File: src/hdl/lfpd_pkg.sv
// ----------------------------------------------------------------------------
// lfpd_pkg: shared definitions for the line follower PID drive unit
// Widths, register map, reset values and sequencer states.
// ----------------------------------------------------------------------------
package lfpd_pkg;

  localparam int SUM_WIDTH = 16;
  localparam int CTRL_W    = SUM_WIDTH + 10;
  localparam int MUL_W     = CTRL_W + 9;
  localparam int LVL_W     = MUL_W + 1;
  localparam int ADDR_W    = 5;

  localparam logic [2:0] REG_PROP_GAIN   = 3'd0;
  localparam logic [2:0] REG_INTEG_GAIN  = 3'd1;
  localparam logic [2:0] REG_DERIV_GAIN  = 3'd2;
  localparam logic [2:0] REG_BASE_SPEED  = 3'd3;
  localparam logic [2:0] REG_STEER_GAIN  = 3'd4;
  localparam logic [2:0] REG_SPEED_LIMIT = 3'd5;

  localparam logic [7:0] RST_PROP_GAIN   = 8'd14;
  localparam logic [7:0] RST_INTEG_GAIN  = 8'd0;
  localparam logic [7:0] RST_DERIV_GAIN  = 8'd14;
  localparam logic [7:0] RST_BASE_SPEED  = 8'd80;
  localparam logic [7:0] RST_STEER_GAIN  = 8'd20;
  localparam logic [7:0] RST_SPEED_LIMIT = 8'd255;

  typedef enum logic [5:0] {
    S_IDLE = 6'b000001,
    S_MULP = 6'b000010,
    S_MULI = 6'b000100,
    S_MULD = 6'b001000,
    S_MULS = 6'b010000,
    S_DONE = 6'b100000
  } state_e;

endpackage

File: src/hdl/line_follower_pid_drive_unit.sv
// ----------------------------------------------------------------------------
// line_follower_pid_drive_unit
// Decodes five line sensors, runs a PID loop and drives two motors.
// ----------------------------------------------------------------------------
// Each request passes through the sequencer from acceptance to a loaded result. The
// sensor decode and the error sum update happen at the accepting edge. Then
// come four passes through the single shared multiplier (proportional,
// integral, derivative, steer) and the S_DONE state, which forms and clamps both
// motor levels. The input side is not ready during that time, so a new request
// is accepted only once the sequencer is back in S_IDLE. A finished request
// holds while the result register is full and not being taken. The result
// register lets the next request start while a result waits.
module line_follower_pid_drive_unit
  import lfpd_pkg::*;
(
  input  logic              clk_i,
  input  logic              rst_ni,
  input  logic              s_axis_tvalid,
  output logic              s_axis_tready,
  input  logic [7:0]        s_axis_tdata,   // [4:0] sensor_bits
  output logic              m_axis_tvalid,
  input  logic              m_axis_tready,
  output logic [23:0]       m_axis_tdata,   // [3:0] line_position, [11:4] left_drive,
                                            // [12] left_backward, [20:13] right_drive,
                                            // [21] right_backward
  input  logic              psel,
  input  logic              penable,
  input  logic              pwrite,
  input  logic [ADDR_W-1:0] paddr,
  input  logic [31:0]       pwdata,
  output logic [31:0]       prdata,
  output logic              pready
);

  function automatic logic [8:0] drive_f(input logic signed [LVL_W-1:0] num,
                                         input logic [7:0] lim);
    logic signed [LVL_W-1:0] adj;
    logic signed [LVL_W-1:0] quo;
    logic        [LVL_W-1:0] mag;
    logic        [7:0]       mag8;
    adj = num + {{(LVL_W-4){1'b0}}, {4{num[LVL_W-1]}}};
    quo = adj >>> 4;
    mag = quo[LVL_W-1] ? LVL_W'(-quo) : LVL_W'(quo);
    if (mag > {{(LVL_W-8){1'b0}}, lim}) begin
      mag8 = lim;
    end else begin
      mag8 = mag[7:0];
    end
    return {quo[LVL_W-1], mag8};
  endfunction

  state_e state_q, state_d;

  logic [7:0] prop_gain_q, integ_gain_q, deriv_gain_q;
  logic [7:0] base_speed_q, steer_gain_q, speed_limit_q;

  logic signed [3:0]           last_pos_q;
  logic signed [3:0]           prev_err_q;
  logic signed [SUM_WIDTH-1:0] sum_q;
  logic signed [4:0]           diff_q;
  logic signed [CTRL_W-1:0]    acc_q;
  logic signed [MUL_W-1:0]     steer_q;
  logic                        out_valid_q;
  logic [23:0]                 out_data_q;

  logic                        in_acc, cfg_wr, out_load;
  logic signed [3:0]           pos, err;
  logic signed [SUM_WIDTH:0]   sum_ext;
  logic signed [SUM_WIDTH-1:0] sum_new;
  logic [7:0]                  mul_g;
  logic signed [MUL_W-1:0]     mul_a, mul_b, mul_p;
  logic signed [LVL_W-1:0]     left_num, right_num;
  logic [8:0]                  left_drv, right_drv;

  assign pready        = 1'b1;
  assign s_axis_tready = (state_q == S_IDLE);
  assign in_acc        = s_axis_tvalid & s_axis_tready;
  assign cfg_wr        = psel & penable & pwrite & pready;
  assign m_axis_tvalid = out_valid_q;
  assign m_axis_tdata  = out_data_q;

  always_comb begin
    case (paddr[4:2])
      REG_PROP_GAIN:   prdata = {24'd0, prop_gain_q};
      REG_INTEG_GAIN:  prdata = {24'd0, integ_gain_q};
      REG_DERIV_GAIN:  prdata = {24'd0, deriv_gain_q};
      REG_BASE_SPEED:  prdata = {24'd0, base_speed_q};
      REG_STEER_GAIN:  prdata = {24'd0, steer_gain_q};
      REG_SPEED_LIMIT: prdata = {24'd0, speed_limit_q};
      default:         prdata = 32'd0;
    endcase
  end

  always_comb begin
    case (s_axis_tdata[4:0])
      5'b10000: pos = -4'sd4;
      5'b11000: pos = -4'sd3;
      5'b01000: pos = -4'sd2;
      5'b01100: pos = -4'sd1;
      5'b00100: pos = 4'sd0;
      5'b00110: pos = 4'sd1;
      5'b00010: pos = 4'sd2;
      5'b00011: pos = 4'sd3;
      5'b00001: pos = 4'sd4;
      5'b00000: pos = last_pos_q[3] ? -4'sd5 : 4'sd5;
      default:  pos = 4'sd5;
    endcase
    err     = -pos;
    sum_ext = {sum_q[SUM_WIDTH-1], sum_q} + {{(SUM_WIDTH-3){err[3]}}, err};
    if (sum_ext[SUM_WIDTH] != sum_ext[SUM_WIDTH-1]) begin
      sum_new = sum_ext[SUM_WIDTH] ? {1'b1, {(SUM_WIDTH-1){1'b0}}}
                                   : {1'b0, {(SUM_WIDTH-1){1'b1}}};
    end else begin
      sum_new = sum_ext[SUM_WIDTH-1:0];
    end
  end

  // shared multiplier: unsigned gain times signed operand
  always_comb begin
    case (state_q)
      S_MULP: begin
        mul_g = prop_gain_q;
        mul_b = {{(MUL_W-4){prev_err_q[3]}}, prev_err_q};
      end
      S_MULI: begin
        mul_g = integ_gain_q;
        mul_b = {{(MUL_W-SUM_WIDTH){sum_q[SUM_WIDTH-1]}}, sum_q};
      end
      S_MULD: begin
        mul_g = deriv_gain_q;
        mul_b = {{(MUL_W-5){diff_q[4]}}, diff_q};
      end
      S_MULS: begin
        mul_g = steer_gain_q;
        mul_b = {{(MUL_W-CTRL_W){acc_q[CTRL_W-1]}}, acc_q};
      end
      default: begin
        mul_g = 8'd0;
        mul_b = '0;
      end
    endcase
    mul_a = {{(MUL_W-8){1'b0}}, mul_g};
    mul_p = mul_a * mul_b;
  end

  always_comb begin
    left_num  = {{(LVL_W-12){1'b0}}, base_speed_q, 4'd0} + {steer_q[MUL_W-1], steer_q};
    right_num = {{(LVL_W-12){1'b0}}, base_speed_q, 4'd0} - {steer_q[MUL_W-1], steer_q};
    left_drv  = drive_f(left_num, speed_limit_q);
    right_drv = drive_f(right_num, speed_limit_q);
  end

  assign out_load = (state_q == S_DONE) && (!out_valid_q || m_axis_tready);

  always_comb begin
    state_d = state_q;
    case (state_q)
      S_IDLE:  if (in_acc) state_d = S_MULP;
      S_MULP:  state_d = S_MULI;
      S_MULI:  state_d = S_MULD;
      S_MULD:  state_d = S_MULS;
      S_MULS:  state_d = S_DONE;
      S_DONE:  if (out_load) state_d = S_IDLE;
      default: state_d = S_IDLE;
    endcase
  end

  always_ff @(posedge clk_i or negedge rst_ni) begin
    if (!rst_ni) begin
      state_q       <= S_IDLE;
      out_valid_q   <= 1'b0;
      last_pos_q    <= '0;
      prev_err_q    <= '0;
      sum_q         <= '0;
      prop_gain_q   <= RST_PROP_GAIN;
      integ_gain_q  <= RST_INTEG_GAIN;
      deriv_gain_q  <= RST_DERIV_GAIN;
      base_speed_q  <= RST_BASE_SPEED;
      steer_gain_q  <= RST_STEER_GAIN;
      speed_limit_q <= RST_SPEED_LIMIT;
    end else begin
      state_q <= state_d;
      if (cfg_wr) begin
        case (paddr[4:2])
          REG_PROP_GAIN:   prop_gain_q   <= pwdata[7:0];
          REG_INTEG_GAIN:  integ_gain_q  <= pwdata[7:0];
          REG_DERIV_GAIN:  deriv_gain_q  <= pwdata[7:0];
          REG_BASE_SPEED:  base_speed_q  <= pwdata[7:0];
          REG_STEER_GAIN:  steer_gain_q  <= pwdata[7:0];
          REG_SPEED_LIMIT: speed_limit_q <= pwdata[7:0];
          default: ;
        endcase
      end
      if (in_acc) begin
        last_pos_q <= pos;
        prev_err_q <= err;
        sum_q      <= sum_new;
      end
      if (out_load) begin
        out_valid_q <= 1'b1;
      end else if (m_axis_tready) begin
        out_valid_q <= 1'b0;
      end
    end
  end

  always_ff @(posedge clk_i) begin
    if (in_acc) begin
      diff_q <= {err[3], err} - {prev_err_q[3], prev_err_q};
    end
    case (state_q)
      S_MULP:  acc_q <= mul_p[CTRL_W-1:0];
      S_MULI:  acc_q <= acc_q + mul_p[CTRL_W-1:0];
      S_MULD:  acc_q <= acc_q + mul_p[CTRL_W-1:0];
      S_MULS:  steer_q <= mul_p;
      default: ;
    endcase
    if (out_load) begin
      out_data_q <= {2'b00, right_drv[8], right_drv[7:0], left_drv[8], left_drv[7:0],
                     last_pos_q};
    end
  end

endmodule
File: config.mk
export PLATFORM = sky130hd
export DESIGN_NAME = line_follower_pid_drive_unit
export DESIGN_NICKNAME = d
export VERILOG_FILES = /design/src/hdl/lfpd_pkg.sv /design/src/hdl/line_follower_pid_drive_unit.sv
export SDC_FILE = /design/constraint.sdc
export NUM_CORES = 1
export LEC_CHECK = 0
export ABC_AREA = 0
export BUFFER_PORTS_ARGS = -buffer_cell sky130_fd_sc_hd__buf_2
export CORE_AREA = 2 2 303 305
export DETAILED_ROUTE_END_ITERATION = 8
export DIE_AREA = 0 0 305 307
export PLACE_DENSITY = 0.44
export SYNTH_ARGS = -nofsm -noshare
export SYNTH_HDL_FRONTEND = slang
export SYNTH_SLANG_ARGS = --single-unit
File: constraint.sdc
create_clock -name clk_i -period 12.3 [get_ports clk_i]
set_input_delay 1.845 -clock clk_i [delete_from_list [all_inputs] [get_ports clk_i]]
set_output_delay 1.845 -clock clk_i [all_outputs]
set_load 0.005 [all_outputs]
After elaboration in Yosys (flattened, before gate mapping). Cells that the tools add are included.

Register bits: 167. Input port bits: 52. Output and inout port bits: 59. Logic and storage cells: 86.

Add/sub/neg operators: 10. Multipliers: 1. Order comparisons: 2. Equal/unequal tests: 23. Muxes and demuxes: 17. Bitwise operators: 3. Reductions and logical operators: 15.

Operator list (count): $pmux W35 S4 (1); $add A36 B4 Y36 (2); $gt A36 B8 Y1 (2); $mux W36 (2); $neg A32 Y36 (2); $pmux W26 S2 (1); $pmux W8 S6 (1); $pmux W4 S10 (1); $add A13 B35 Y36 (1); $pmux W6 S6 (1); $sub A13 B35 Y36 (1); $mul A9 B35 Y35 (1); $mux W16 (2); $pmux W8 S4 (1); $add A26 B26 Y26 (1); $add A16 B4 Y17 (1); $mux W8 (2); $reduce_and A2 Y1 (7); $mux W6 (2); $eq A5 B2 Y1 const B (2); $eq A5 B3 Y1 const B (2); $eq A5 B4 Y1 const B (2); $eq A5 B5 Y1 const B (2); $eq A3 B2 Y1 const B (2); 24 further kinds (29).

Longest topological paths before layout.
Depth after elaboration: 6. Depth in mapped cells: 38. Gate-level depth less buffers: 35.

Least setup slack after synthesis. OpenSTA, ideal clock, no wires.

Kind: reg2reg. Start: register state_q[1]. End: register acc_q[25] (data pin). Library setup time: 0.263 ns. Arrival time: 8.404 ns. Slack: 3.633 ns. Stages on the path, launching flop included: 35. Path buffers: 2. Cell sequence: dfrtp_1 or4_1 nor3b_1 clkbuf_1 a22oi_1 nand2_1 clkbuf_1 nand2_1 fa_1 inv_1 fa_1 ha_1 inv_1 fa_1 inv_1 fa_1 a21o_1 a21oi_1 nand2b_1 nand2b_1 a21oi_1 xnor2_1 ha_1 or3_1 o31ai_1 o21ai_0 o41ai_1 o21ai_0 or4_1 a31oi_1 nor2b_1 o21ai_0 mux2i_1 a21oi_1 xor2_1.

Longest elaborated chain between the ends: 5. Elaborated cells on any way between the ends: 10. Classes of those cells: add/sub: 1; mul: 1; eq/ne: 4; mux: 3; reduce/logical: 1.

RTL lines: start, declared (line line_follower_pid_drive_unit.sv:52) `state_e state_q, state_d;`; start signal, assigned (line line_follower_pid_drive_unit.sv:182) `state_q <= state_d;`; $eq A6 B5 Y1, or another cell as far along (line line_follower_pid_drive_unit.sv:120) `case (state_q)`; $pmux W8 S4 / $pmux W35 S4 (equally long branches) (line line_follower_pid_drive_unit.sv:120); $mul A9 B35 Y35 * (line line_follower_pid_drive_unit.sv:143) `mul_p = mul_a * mul_b;`; net mul_p[10] (line line_follower_pid_drive_unit.sv:71) `logic signed [MUL_W-1:0] mul_a, mul_b, mul_p;`; $add A26 B26 Y26 * (line line_follower_pid_drive_unit.sv:213, line_follower_pid_drive_unit.sv:214); $pmux W26 S2 * (line line_follower_pid_drive_unit.sv:211) `case (state_q)`; end signal, assigned (line line_follower_pid_drive_unit.sv:212) `S_MULP: acc_q <= mul_p[CTRL_W-1:0];`; end signal, assigned (line line_follower_pid_drive_unit.sv:213) `S_MULI: acc_q <= acc_q + mul_p[CTRL_W-1:0];`; end signal, assigned (line line_follower_pid_drive_unit.sv:214) `S_MULD: acc_q <= acc_q + mul_p[CTRL_W-1:0];`; end, declared (line line_follower_pid_drive_unit.sv:61) `logic signed [CTRL_W-1:0] acc_q;`.

Mark *: on every way through the listed nets, which the timed path passes. The rest lies on a longest branch. A chain may end at the register's enable or synchronous reset.

Final worst setup path.
Start: register base_speed_q[3]. End: register out_data_q[8], in the netlist m_axis_tdata[8] (data pin).

Longest elaborated chain between the ends: 6.

RTL lines: start, declared (line line_follower_pid_drive_unit.sv:55) `logic [7:0] base_speed_q, steer_gain_q, speed_limit_q;`; start signal, assigned (line line_follower_pid_drive_unit.sv:188) `REG_BASE_SPEED: base_speed_q <= pwdata[7:0];`; $add A13 B35 Y36 * (line line_follower_pid_drive_unit.sv:147) `left_num = {{(LVL_W-12){1'b0}}, base_speed_q, 4'd0} + {steer_q[MUL_W-1], steer_q};`; $add A36 B4 Y36 * (line line_follower_pid_drive_unit.sv:41) `adj = num + {{(LVL_W-4){1'b0}}, {4{num[LVL_W-1]}}};`; net left_drv[8] (line line_follower_pid_drive_unit.sv:73) `logic [8:0] left_drv, right_drv;`; $neg A32 Y36 (line line_follower_pid_drive_unit.sv:43) `mag = quo[LVL_W-1] ? LVL_W'(-quo) : LVL_W'(quo);`; $mux W36 * (line line_follower_pid_drive_unit.sv:43); $gt A36 B8 Y1 (line line_follower_pid_drive_unit.sv:44) `if (mag > {{(LVL_W-8){1'b0}}, lim}) begin`; $mux W8 * (line line_follower_pid_drive_unit.sv:44); net left_drv[4] (line line_follower_pid_drive_unit.sv:73); end signal, assigned (line line_follower_pid_drive_unit.sv:219) `out_data_q <= {2'b00, right_drv[8], right_drv[7:0], left_drv[8], left_drv[7:0],`; end, declared (line line_follower_pid_drive_unit.sv:64) `logic [23:0] out_data_q;`.

Marked as above.

==> results.sh <==
export IMPL_status="complete, no violations"
export IMPL_drv_slew=0
export IMPL_ys_warn_count=0
export IMPL_rsz0062_at_grt="false"
export IMPL_grt_antenna_before_repair=0
export IMPL_max_stage_delay_ps=640
export IMPL_postSynthAreaPerCell_um2=8.47
export IMPL_synth_cells=2652
export IMPL_relSlewSlack_pct=26.3
export IMPL_hold_buffers=0
export IMPL_grt_max_degree=53
export IMPL_dpl_cell_area_um2=23900
export IMPL_grt_util_met3_pct=1.71
export IMPL_cp_endpoint="m_axis_tdata[8]"
export IMPL_ctsResizeCount=0
export IMPL_synth_async_reset_ratio_pct=47.0
export IMPL_worstPathMaxFanout=31
export IMPL_htreeDepth=4
export IMPL_via_per_inst=4.83
export IMPL_arrival_ps=10360
export IMPL_cts_root_buf="clkbuf_16"
export IMPL_placed_cells=3809
export IMPL_crit_path_start_kind="flip-flop"
export IMPL_post_place_ws_ps=2160
export IMPL_multiInputGateArea_um2=16300
export IMPL_antenna_cells_inserted=0
export IMPL_setup_viol=0
export IMPL_yosysSeqAreaShare_pct=20.6
export IMPL_r2r_start="base_speed_q[3]"
export IMPL_finalWirelength_um=64000
export IMPL_max_cap_violations=0
export IMPL_gr_usage_met1_pct=19.5
export IMPL_overflow=0
export IMPL_grt_busiest_layer="met2"
export IMPL_clock_fmax_mhz=98.6
export IMPL_stdcell_count=3841
export IMPL_drt_antenna_violating_nets=0
export IMPL_totalPowerFinal_mw=2.80
export IMPL_p_comb_share_pct=48.6
export IMPL_slowest_stage="nand4_1"
export IMPL_cp_startpoint="base_speed_q[3]"
export IMPL_numCtsBuffers=17
export IMPL_critPathBufInv=4
export IMPL_reg2regPathDepth=33
export IMPL_yosys_most_used_dff="edfxtp_1"
export IMPL_die_y_um=307
export IMPL_crit_required_ps=12520
export IMPL_worst_slew_pin_slew_ps=1100
export IMPL_areaGrowthSynthToFinish_pct=9.43
export IMPL_post_cts_buffers=0
export IMPL_final_area_um2=24600
export IMPL_final_core_util_pct=27.1
export IMPL_synth_edf_count=88
export IMPL_dp_hpwl_um=52100
export IMPL_grt_pass1_vias=18000
export IMPL_hold_class="reg -> reg"
export IMPL_gr_usage_met2_pct=21.6
export IMPL_crit_family="simple AND/OR/NAND/NOR gates"
export IMPL_worst_slack_ps=2160
export IMPL_clkPwrFrac_pct=20.9
export IMPL_path_depth=33
export IMPL_skew_ps=18.4
export IMPL_wl_per_cell_um=16.6
export IMPL_area_sequential_um2=4620
export IMPL_swShare_pct=43.0
export IMPL_yosys_top_cells_area="fa_1 15%, edfxtp_1 12%, ha_1 8.7%"
export IMPL_holdWs_ps=449
export IMPL_power_per_cell_area_nw_per_um2=114
export IMPL_p_seq_share_pct=30.5
export IMPL_r2r_slack_ps=2160
export IMPL_clk_path_buf_depth=2
export IMPL_cts_num_sinks=166
export IMPL_routabilityCongestion=0.838
export IMPL_leakagePower_nw=10.6
export IMPL_die_w_um=305
export IMPL_final_nets=3017
export IMPL_port_buffers=54
export IMPL_cts_tree="yes"
export IMPL_row_count=111
export IMPL_yosys_area_top_type_share_pct=14.8
export IMPL_start_util_pct=24.8
export IMPL_net_switching_power_mw=1.20
export IMPL_period_minus_slack_ps=10140
export IMPL_yosysUniqueCellTypes=104
export IMPL_syn_area_um2=22500
export IMPL_p_int_mw=1.60
export IMPL_die_area_um2=93600
export IMPL_drt_first_pass_iters=5
export IMPL_drc_errors=0
export IMPL_ios=111
export IMPL_worstSetupEndpointType="flip-flop"
export IMPL_finalHoldViolCount=0
export IMPL_setup_tns_ps=0
export IMPL_clock_latency_ps=480
export IMPL_finalCritPeriodShare_pct=82.4
export IMPL_reg2reg_to="m_axis_tdata[8]"
export IMPL_ys_ff_latch=166
export IMPL_grt_usage_pct=13.7
export IMPL_clk_pin_slew_ps=80
export IMPL_yosysTopAreaCell="fa_1"
export IMPL_critical_path_class="reg -> reg"
export IMPL_vias=18500
export IMPL_core_area_um2=90700
export IMPL_drive_gt1_share_pct=9.87
export IMPL_ir_drop_mv=0.0827
export IMPL_grt_pass1_wl_um=102000
export IMPL_drt_iter0_markers=1050
export IMPL_nFillCells=9771
## state kept, by name, indices dropped and copies added, names as in the netlist
| register | flops |
|---|---|
| last_pos_q | 4 |
| sum_q | 16 |
| steer_gain_q | 8 |
| prev_err_q | 3 |
| deriv_gain_q | 8 |
| m_axis_tdata | 22 |
| speed_limit_q | 8 |
| integ_gain_q | 8 |
| acc_q | 26 |
| m_axis_tvalid | 1 |
| prop_gain_q | 8 |
| base_speed_q | 8 |
| steer_q | 35 |
| diff_q | 5 |
| state_q | 6 |
## Yosys cell counts (all sizes together), types with 35 or more instances
| master | number |
|---|---|
| nand3 | 61 |
| xnor2 | 103 |
| dfrtp | 59 |
| inv | 299 |
| mux2 | 68 |
| xor2 | 56 |
| a21oi | 121 |
| fa | 166 |
| ha | 157 |
| a21o | 35 |
| nor2 | 256 |
| buf | 44 |
| edfxtp | 88 |
| clkbuf | 86 |
| nand2 | 258 |
| nor3 | 73 |
| o21ai | 143 |
## area by class of cell
class | count | share of cell area (%)
flip-flops and latches | 166 | 18.8
multi-input cells | 2081 | 66.2
clock inverters | 15 | 0.830
clock buffers | 17 | 1.73
inverters | 300 | 4.58
well taps | 1186 | 6.04
repair buffers | 76 | 1.78
## layer usage
metal  vias to the layer above  part of all wire, %
met3                        54                  2.9
met4                         0                  2.0
met2                       280                   44
met1                      9002                   51
met5                         -                    0
li1                       9213                    -
## cell families after synthesis
family                     share of synthesized area, %
other                                            0.0334
buffers and inverters                              7.72
muxes                                              4.48
adders and majority gates                          24.2
and+or+nand+nor                                    19.1
AOI/OAI and AO/OA                                  17.7
DFF                                                20.6
xor gates and xnor gates                           6.20
## worst min-delay path by stage
stage / from / cells past startpoint / slack [ps] / endpoint
after floorplan: last_pos_q[1] / 0 / 420 / m_axis_tdata[1]
after global placement: last_pos_q[2] / 0 / 430 / m_axis_tdata[2]
after detailed placement: last_pos_q[2] / 0 / 430 / m_axis_tdata[2]
after CTS: last_pos_q[2] / 0 / 450 / m_axis_tdata[2]
after global routing: last_pos_q[2] / 0 / 460 / m_axis_tdata[2]
final: last_pos_q[2] / 0 / 450 / m_axis_tdata[2]
## power groups by stage
stage                     Combinational (mW)  Sequential, mW  Clock (mW)
after floorplan                         1.05           0.806           0
after global placement                  1.37           0.864           0
after detailed placement                1.37           0.866           0
after CTS                               1.38           0.854       0.608
after global routing                    1.55           0.870       0.626
final                                   1.36           0.853       0.584
## placed cells by master (no fill, tap or decap), types with 23 or more instances in the layout
cell	n
nand3_1	61
xor2_1	56
edfxtp_1	88
a22oi_1	23
o21ai_0	134
nand2_1	258
a21o_1	35
a21oi_1	120
o21a_1	23
conb_1	27
buf_4	23
nor2_1	255
nor3_1	70
mux2_2	61
nand2b_1	32
ha_1	157
dfrtp_1	59
fa_1	166
buf_2	53
inv_1	298
xnor2_1	103
(Power assumes the default switching activity.)
